[config.mk]
export PLATFORM = sky130hd
export DESIGN_NAME = ir_burst_duration_capture_top
export DESIGN_NICKNAME = d
export VERILOG_FILES = /design/src/rtl/irbdc_pkg.sv /design/src/rtl/ir_burst_duration_capture_top.sv
export VERILOG_INCLUDE_DIRS = /design/src /design/src/rtl
export SDC_FILE = /design/constraint.sdc
export NUM_CORES = 1
export LEC_CHECK = 0
export BUFFER_PORTS_ARGS = -buffer_cell sky130_fd_sc_hd__buf_2
export CAP_MARGIN = 15
export CORE_ASPECT_RATIO = 1.2
export CORE_UTILIZATION = 58
export CTS_BUF_LIST = sky130_fd_sc_hd__clkbuf_2
export DETAILED_ROUTE_END_ITERATION = 10
export PLACE_DENSITY = 0.78
export SLEW_MARGIN = 15
export SYNTH_ARGS = -nofsm -noshare
export SYNTH_HDL_FRONTEND = slang
export SYNTH_SLANG_ARGS = --single-unit
[constraint.sdc]
create_clock -name aclk -period 7.8 [get_ports aclk]
set_clock_uncertainty 0.15 [all_clocks]
set_input_delay 0.78 -clock aclk [delete_from_list [all_inputs] [get_ports aclk]]
set_output_delay 0.78 -clock aclk [all_outputs]
set_load 0.02 [all_outputs]
[src/rtl/ir_burst_duration_capture_top_defines.svh]
// assertion macros for the ir burst capture rtl
`ifndef IR_BURST_DURATION_CAPTURE_TOP_DEFINES_SVH
`define IR_BURST_DURATION_CAPTURE_TOP_DEFINES_SVH

// condition holds at every clock edge outside reset
`define IRBDC_ASSERT_ALWAYS(label, cond, msg) \
    label: assert property (@(posedge aclk) disable iff (!aresetn) (cond)) \
        else $error(msg);

// consequent holds in the same cycle as the antecedent
`define IRBDC_ASSERT_SAME(label, ante, cons, msg) \
    label: assert property (@(posedge aclk) disable iff (!aresetn) \
        (ante) |-> (cons)) else $error(msg);

// consequent holds in the cycle after the antecedent
`define IRBDC_ASSERT_NEXT(label, ante, cons, msg) \
    label: assert property (@(posedge aclk) disable iff (!aresetn) \
        (ante) |=> (cons)) else $error(msg);

`endif

[src/rtl/irbdc_pkg.sv]
// types, constants and helpers for the ir burst duration capture block
package irbdc_pkg;

    // pair store depth and counter width
    localparam int MAX_PAIRS = 128;
    localparam int PAIR_W    = $clog2(MAX_PAIRS + 1);

    // tick counter width and saturation value
    localparam int TICK_W = 24;
    localparam logic [TICK_W-1:0] TICK_MAX = {TICK_W{1'b1}};

    // configuration register indexes
    localparam logic [1:0] CFG_MERGE_GAP = 2'd0;
    localparam logic [1:0] CFG_US_TICK   = 2'd1;
    localparam logic [1:0] CFG_TIMEOUT   = 2'd2;

    // register reset values
    localparam logic [15:0]       MERGE_GAP_RST = 16'd10;
    localparam logic [7:0]        US_TICK_RST   = 8'd1;
    localparam logic [TICK_W-1:0] TIMEOUT_RST   = 24'd1000000;

    // capture phase
    typedef enum logic [1:0] {
        PH_IDLE  = 2'd0,
        PH_WAIT  = 2'd1,
        PH_PULSE = 2'd2,
        PH_GAP   = 2'd3
    } phase_t;

    // result status codes
    typedef enum logic [1:0] {
        STAT_PAIR    = 2'd0,
        STAT_TIMEOUT = 2'd1,
        STAT_FULL    = 2'd2
    } status_t;

    // scale ticks to microseconds, saturated at 16 bits
    function automatic logic [15:0] ticks_to_us(input logic [TICK_W-1:0] ticks,
                                                input logic [7:0] scale);
        logic [TICK_W+7:0] prod;
        prod = {8'd0, ticks} * {{TICK_W{1'b0}}, scale};
        return (prod[TICK_W+7:16] != '0) ? 16'hFFFF : prod[15:0];
    endfunction

endpackage

[src/rtl/ir_burst_duration_capture_top.sv]
// Samples a raw IR line, merges carrier gaps into bursts and reports pulse/space
// pairs in microseconds. One line sample is taken per clock cycle, back to back,
// while the result register is empty or being read: a sample is held in an input
// register, and the whole state update (phase, saturating tick counters, merge
// compare and the two 24x8 scaling multipliers) is combinational logic into the
// result register. A begin request restarts capture, a timeout or a full pair
// store (MAX_PAIRS pairs) ends it; idle samples are ignored.
`include "ir_burst_duration_capture_top_defines.svh"

module ir_burst_duration_capture_top (
    input  logic        aclk,
    input  logic        aresetn,
    // line sample input
    input  logic        s_tvalid,
    output logic        s_tready,
    input  logic [7:0]  s_tdata,   // [0] begin_req, [1] line_active, rest zero
    // pair result output
    output logic        m_tvalid,
    input  logic        m_tready,
    output logic [31:0] m_tdata,   // [15:0] pulse_us, [31:16] space_us
    output logic [1:0]  m_tuser,   // [1:0] status
    // configuration writes
    input  logic        cfg_valid,
    output logic        cfg_ready,
    input  logic [1:0]  cfg_index,
    input  logic [23:0] cfg_data
);
    import irbdc_pkg::*;

    // configuration registers
    logic [15:0]       merge_gap_reg;
    logic [7:0]        us_tick_reg;
    logic [TICK_W-1:0] timeout_reg;

    // input stage
    logic in_vld_reg;
    logic begin_reg;
    logic active_reg;

    // capture state
    phase_t            phase_reg, phase_next;
    logic [TICK_W-1:0] burst_reg, burst_next;
    logic [TICK_W-1:0] gap_reg, gap_next;
    logic [TICK_W-1:0] wait_reg, wait_next;
    logic [PAIR_W-1:0] pairs_reg, pairs_next;

    // result stage
    logic        out_vld_reg;
    logic [15:0] pulse_reg;
    logic [15:0] space_reg;
    status_t     status_reg;

    // working values after a possible restart
    phase_t            ph_w;
    logic [TICK_W-1:0] burst_w, gap_w, wait_w;
    logic [PAIR_W-1:0] pairs_w;
    logic [TICK_W:0]   merge_sum;
    logic              gap_merges;
    logic              store_room;

    // result of this cycle's sample
    logic        res_vld;
    logic [15:0] res_pulse;
    logic [15:0] res_space;
    status_t     res_status;

    logic proc;
    logic out_free;

    // handshake
    assign out_free  = !out_vld_reg || m_tready;
    assign proc      = in_vld_reg && out_free;
    assign s_tready  = !in_vld_reg || proc;
    assign cfg_ready = 1'b1;

    assign m_tvalid = out_vld_reg;
    assign m_tdata  = {space_reg, pulse_reg};
    assign m_tuser  = status_reg;

    // configuration write
    always_ff @(posedge aclk) begin
        if (!aresetn) begin
            merge_gap_reg <= MERGE_GAP_RST;
            us_tick_reg   <= US_TICK_RST;
            timeout_reg   <= TIMEOUT_RST;
        end else if (cfg_valid && cfg_ready) begin
            unique case (cfg_index)
                CFG_MERGE_GAP: merge_gap_reg <= cfg_data[15:0];
                CFG_US_TICK:   us_tick_reg   <= cfg_data[7:0];
                CFG_TIMEOUT:   timeout_reg   <= cfg_data;
                default: ;
            endcase
        end
    end

    // input register
    always_ff @(posedge aclk) begin
        if (!aresetn) begin
            in_vld_reg <= 1'b0;
        end else if (s_tready) begin
            in_vld_reg <= s_tvalid;
        end
    end

    always_ff @(posedge aclk) begin
        if (s_tvalid && s_tready) begin
            begin_reg  <= s_tdata[0];
            active_reg <= s_tdata[1];
        end
    end

    // restart view of the state
    always_comb begin
        ph_w    = begin_reg ? PH_WAIT : phase_reg;
        burst_w = begin_reg ? '0 : burst_reg;
        gap_w   = begin_reg ? '0 : gap_reg;
        wait_w  = begin_reg ? timeout_reg : wait_reg;
        pairs_w = begin_reg ? '0 : pairs_reg;
    end

    assign merge_sum  = {1'b0, burst_w} + {1'b0, gap_w};
    assign gap_merges = gap_w <= {{(TICK_W-16){1'b0}}, merge_gap_reg};
    assign store_room = pairs_w < PAIR_W'(MAX_PAIRS);

    // next state
    always_comb begin
        phase_next = ph_w;
        burst_next = burst_w;
        gap_next   = gap_w;
        wait_next  = wait_w;
        pairs_next = pairs_w;
        unique case (ph_w)
            PH_WAIT: begin
                if (active_reg) begin
                    burst_next = TICK_W'(1);
                    gap_next   = '0;
                    phase_next = PH_PULSE;
                end else if (wait_w == '0) begin
                    phase_next = PH_IDLE;
                end else begin
                    wait_next = wait_w - TICK_W'(1);
                end
            end
            PH_PULSE: begin
                if (active_reg) begin
                    burst_next = (burst_w == TICK_MAX) ? TICK_MAX : burst_w + TICK_W'(1);
                end else begin
                    gap_next   = TICK_W'(1);
                    phase_next = PH_GAP;
                end
            end
            PH_GAP: begin
                if (!active_reg) begin
                    gap_next = (gap_w == TICK_MAX) ? TICK_MAX : gap_w + TICK_W'(1);
                end else if (gap_merges) begin
                    // carrier gap folds into the burst
                    burst_next = (merge_sum >= {1'b0, TICK_MAX}) ? TICK_MAX
                               : merge_sum[TICK_W-1:0] + TICK_W'(1);
                    gap_next   = '0;
                    phase_next = PH_PULSE;
                end else if (store_room) begin
                    pairs_next = pairs_w + PAIR_W'(1);
                    burst_next = TICK_W'(1);
                    gap_next   = '0;
                    phase_next = PH_PULSE;
                end else begin
                    phase_next = PH_IDLE;
                end
            end
            default: ;
        endcase
    end

    // result decode
    always_comb begin
        res_vld    = 1'b0;
        res_pulse  = '0;
        res_space  = '0;
        res_status = STAT_PAIR;
        unique case (ph_w)
            PH_WAIT: begin
                if (!active_reg && wait_w == '0) begin
                    res_vld    = 1'b1;
                    res_status = STAT_TIMEOUT;
                end
            end
            PH_GAP: begin
                if (active_reg && !gap_merges) begin
                    res_vld = 1'b1;
                    if (store_room) begin
                        res_pulse = ticks_to_us(burst_w, us_tick_reg);
                        res_space = ticks_to_us(gap_w, us_tick_reg);
                    end else begin
                        res_status = STAT_FULL;
                    end
                end
            end
            default: ;
        endcase
    end

    // state registers
    always_ff @(posedge aclk) begin
        if (!aresetn) begin
            phase_reg <= PH_IDLE;
            burst_reg <= '0;
            gap_reg   <= '0;
            wait_reg  <= '0;
            pairs_reg <= '0;
        end else if (proc) begin
            phase_reg <= phase_next;
            burst_reg <= burst_next;
            gap_reg   <= gap_next;
            wait_reg  <= wait_next;
            pairs_reg <= pairs_next;
        end
    end

    // result register
    always_ff @(posedge aclk) begin
        if (!aresetn) begin
            out_vld_reg <= 1'b0;
        end else if (proc) begin
            out_vld_reg <= res_vld;
        end else if (m_tready) begin
            out_vld_reg <= 1'b0;
        end
    end

    always_ff @(posedge aclk) begin
        if (proc && res_vld) begin
            pulse_reg  <= res_pulse;
            space_reg  <= res_space;
            status_reg <= res_status;
        end
    end

    // checks
    `IRBDC_ASSERT_SAME(a_status_zero_fields, m_tvalid && (m_tuser != STAT_PAIR), m_tdata == '0, "timeout or full result carries durations")
    `IRBDC_ASSERT_ALWAYS(a_pairs_bound, pairs_reg <= PAIR_W'(MAX_PAIRS), "pair count above store depth")
    `IRBDC_ASSERT_NEXT(a_end_goes_idle, proc && res_vld && (res_status != STAT_PAIR), phase_reg == PH_IDLE, "capture did not stop after end status")
    `IRBDC_ASSERT_SAME(a_gap_nonzero, phase_reg == PH_GAP, gap_reg != '0, "gap phase with empty gap count")
    `IRBDC_ASSERT_SAME(a_burst_nonzero, (phase_reg == PH_PULSE) || (phase_reg == PH_GAP), burst_reg != '0, "burst phase with empty burst count")

endmodule

==> run metrics <==
status=completed; Setup crit end kind=register; area of the multi-input gates=about 0.019 mm²; Critical Path Source Type=register; first-pass GRT wire length=111000 µm; worst min path class=in -> reg; die height=225 µm; IO Count=76; Post-Syn Area=between 0.02 and 0.025 mm²; Netlist cell types=86; final cell count without fillers=between 3000 and 4000; Lkg Pwr=about 0.011 µW; Worst Tran Pin Value=1.28 ns; Avg Cell Area, Syn=between 7 and 8 µm²; Via density=between 6 and 7; CORE AREA=approximately 0.041 mm²; starting density of the core=between 50% and 60%; Worst slew margin=13.4%; Max IR drop VDD=about 100 µV; CTS tree=yes; Initial DRC Count=1753; Hold Fails Final Rpt=0; Clock Tree Root=clkbuf_2; Top FF cell, synth=dfxtp_1; fin crit share=a little over nine tenths; clock-pin slew on the worst setup and hold paths=roughly 0.31 ns; Total Routing Usage GR=approximately a third; RSZ-0062 raised after global routing=false; port bufs=between 60 and 70; clk buf depth=2; number of global-route vias before repair=between 20000 and 25000; initial antenna violation count=1; Worst Path Required=8.34 ns; Seq cells post-synth=168; Critical Path Source=begin_reg; area grow syn2layout=5.98%; Ys Warns=0; # fillers=3520; DRC violations left=0; Reg2Reg Setup Slack=0.40 ns; HPWL Detailed=52600 µm; Tmin final=between 7 and 8 ns; final setup fails=0; Pins Over Slew Limit=0; Antenna Violating Nets Remaining=0; CTS buffer count=17; Post-Route WL=between 60000 and 70000 µm; Remaining Overflow, GRT=0; Worst EP arrival=approximately 7.9 ns; Storage cell area=approximately 0.0037 mm²; worst skew pair latency=0.98 ns; crit path to=pulse_reg[8]; full die area=~0.042 mm²; reg2reg start=begin_reg; share of cells above drive strength 1=7.44%; r2r endpoint=pulse_reg[8]; Final GP Congestion=between 0.9 and 1; number of flops mapped to enable cells by yosys=36; Rows=81; # nets final=~3500; syn_nets=between 3000 and 4000; Setup CP Type=reg -> reg; largest net degree at the start of global routing=85; min-delay src=cfg_index[1]; Max-cap violations=0; wire per inst=19.2 µm; reg2reg path depth=19; router iterations before antenna repair=6; Fmax=around 140 MHz; post-CTS setup buffer count=0; PwrDens=76.1 mW/mm²; post-synthesis cell count=around 3000; Async SR Flop Fraction=0%; sum of negative setup slack=0 ns; DR vias=22400; Die X-Extent=188 µm; TritonCTS Sinks=168; htree depth=4; Placed Instances=between 3000 and 4000; sequential fraction of the synthesis area=15.5%; Crit Path Max Fanout=21
## layout make-up
cell class | count | area share (%)
flip-flops and latches | 168 | 14.6
well taps | 539 | 2.64
clock inverters | 14 | 0.701
repair buffers | 178 | 4.86
diodes | 1 | 0.00980
inverters | 276 | 4.06
multi-input cells | 2382 | 72.8
clock buffers | 18 | 0.353
## cells in the mapped netlist, types with 10 or more instances
| master | number | area [µm²] |
|---|---|---|
| nand2_1 | 408 | 1530 |
| inv_1 | 272 | 1020 |
| fa_1 | 265 | 5310 |
| and2_1 | 236 | 1480 |
| a21oi_1 | 199 | 996 |
| clkbuf_1 | 169 | 634 |
| o21ai_0 | 169 | 846 |
| ha_1 | 149 | 1860 |
| dfxtp_1 | 132 | 2640 |
| nor2_1 | 124 | 465 |
| nor2b_1 | 75 | 469 |
| nor3_1 | 56 | 280 |
| a31oi_1 | 50 | 313 |
| nand3_1 | 50 | 250 |
| xor2_1 | 50 | 438 |
| nand4_1 | 42 | 263 |
| and3_1 | 41 | 257 |
| a21boi_0 | 38 | 285 |
| edfxtp_1 | 36 | 1080 |
| mux2i_1 | 33 | 330 |
| a21o_1 | 32 | 240 |
| xnor2_1 | 32 | 280 |
| o211ai_1 | 31 | 233 |
| nor4_1 | 25 | 156 |
| a211oi_1 | 22 | 165 |
| o21a_1 | 18 | 135 |
| nand2b_1 | 17 | 106 |
| o31ai_1 | 17 | 128 |
| or3_1 | 14 | 87.6 |
| a2111oi_0 | 11 | 96.3 |
| a31o_2 | 11 | 96.3 |
| nor3b_1 | 11 | 82.6 |
| buf_2 | 10 | 50.1 |
## worst min-delay path by stage
stage                            end  slack, ns  depth (start not counted)
global placement         gap_reg[13]       0.29                          2
global route        merge_gap_reg[9]       0.08                          4
floorplan                gap_reg[13]       0.28                          2
detailed placement       gap_reg[13]       0.29                          2
CTS                 merge_gap_reg[2]       0.04                          4
finish              merge_gap_reg[9]       0.11                          4
## metrics by stage
step	instance area (µm²)	setup WS, ns	util, %	power, µW	hold WS, ns
2_1_floorplan	24100	0.278	-	1240	0.277
3_3_place_gp	25000	0.791	61.1	1360	0.288
3_5_place_dp	25000	0.616	61.1	1370	0.293
4_1_cts	25500	0.504	62.5	1940	0.0418
5_1_grt	25500	0.0321	62.5	2010	0.0788
6_report	25500	0.404	62.5	1940	0.108
## power by group
group / internal [µW] / leakage [µW] / total [µW] / switching (µW)
Clock: 167 / 0.000160 / 562 / 394
Combinational: 152 / 0.00919 / 439 / 287
Sequential: 912 / 0.00148 / 943 / 30.9
## cells by family (layout without fill, tap and decap cells)
logic type | Yosys count | in the layout | share of synthesized area [%]
buffers and inverters | 467 | 486 | 7.48
other | 1 | 2 | 0.0156
AOI/OAI and AO/OA | 703 | 703 | 18.6
and+or+nand+nor | 1147 | 1147 | 24.2
muxes | 35 | 35 | 1.46
adders and majority gates | 414 | 414 | 29.8
xor gates and xnor gates | 82 | 82 | 2.98
DFF | 168 | 168 | 15.5
## layer usage
layer / share of wire, % / track usage [%] / up-vias
met5: 0 / 0 / -
met4: 6.1 / 19.1 / 0
met3: 7.6 / 5.06 / 250
met2: 46 / 54.2 / 1098
met1: 40 / 39.7 / 10700
li1: - / - / 10300
## critical path, cell delays in order, from the launching register on
cell      delay, ns
edfxtp_1       0.67
buf_4          0.32
nor2b_1        0.68
nand2_1        0.20
fa_1           0.60
fa_1           0.44
fa_1           0.54
inv_1          0.05
fa_1           0.47
ha_1           0.45
a21oi_1        0.28
o211ai_1       0.15
a41oi_1        0.34
o21ai_0        0.29
a211oi_1       0.37
nor2_1         0.09
or4_1          0.49
a31oi_2        0.17
buf_4          0.22
a31oi_1        0.11
## layout by cell type, fill, tap and decap left out, types with 10 or more instances in the layout
cell type,Yosys,layout
nand2_1,408,408
inv_1,272,272
fa_1,265,265
and2_1,236,236
a21oi_1,199,199
o21ai_0,169,169
ha_1,149,149
dfxtp_1,132,132
nor2_1,124,123
buf_4,2,80
nor2b_1,75,74
buf_2,10,68
nor3_1,56,56
nand3_1,50,50
xor2_1,50,50
a31oi_1,50,50
nand4_1,42,42
and3_1,41,41
a21boi_0,38,38
edfxtp_1,36,36
a21o_1,32,32
mux2i_1,33,32
xnor2_1,32,32
o211ai_1,31,31
dlygate4sd3_1,0,30
nor4_1,25,25
a211oi_1,22,22
clkbuf_2,0,18
o21a_1,18,17
nand2b_1,17,17
o31ai_1,17,17
or3_1,14,14
a2111oi_0,11,11
a31o_2,11,11
nor3b_1,11,10
## what timing repair did
action	in CTS	in global routing
endpoints found under the hold margin	62	0
resized for setup	0	0
hold buffers	30	0
No activity file was read; power rests on OpenSTA's default activity.
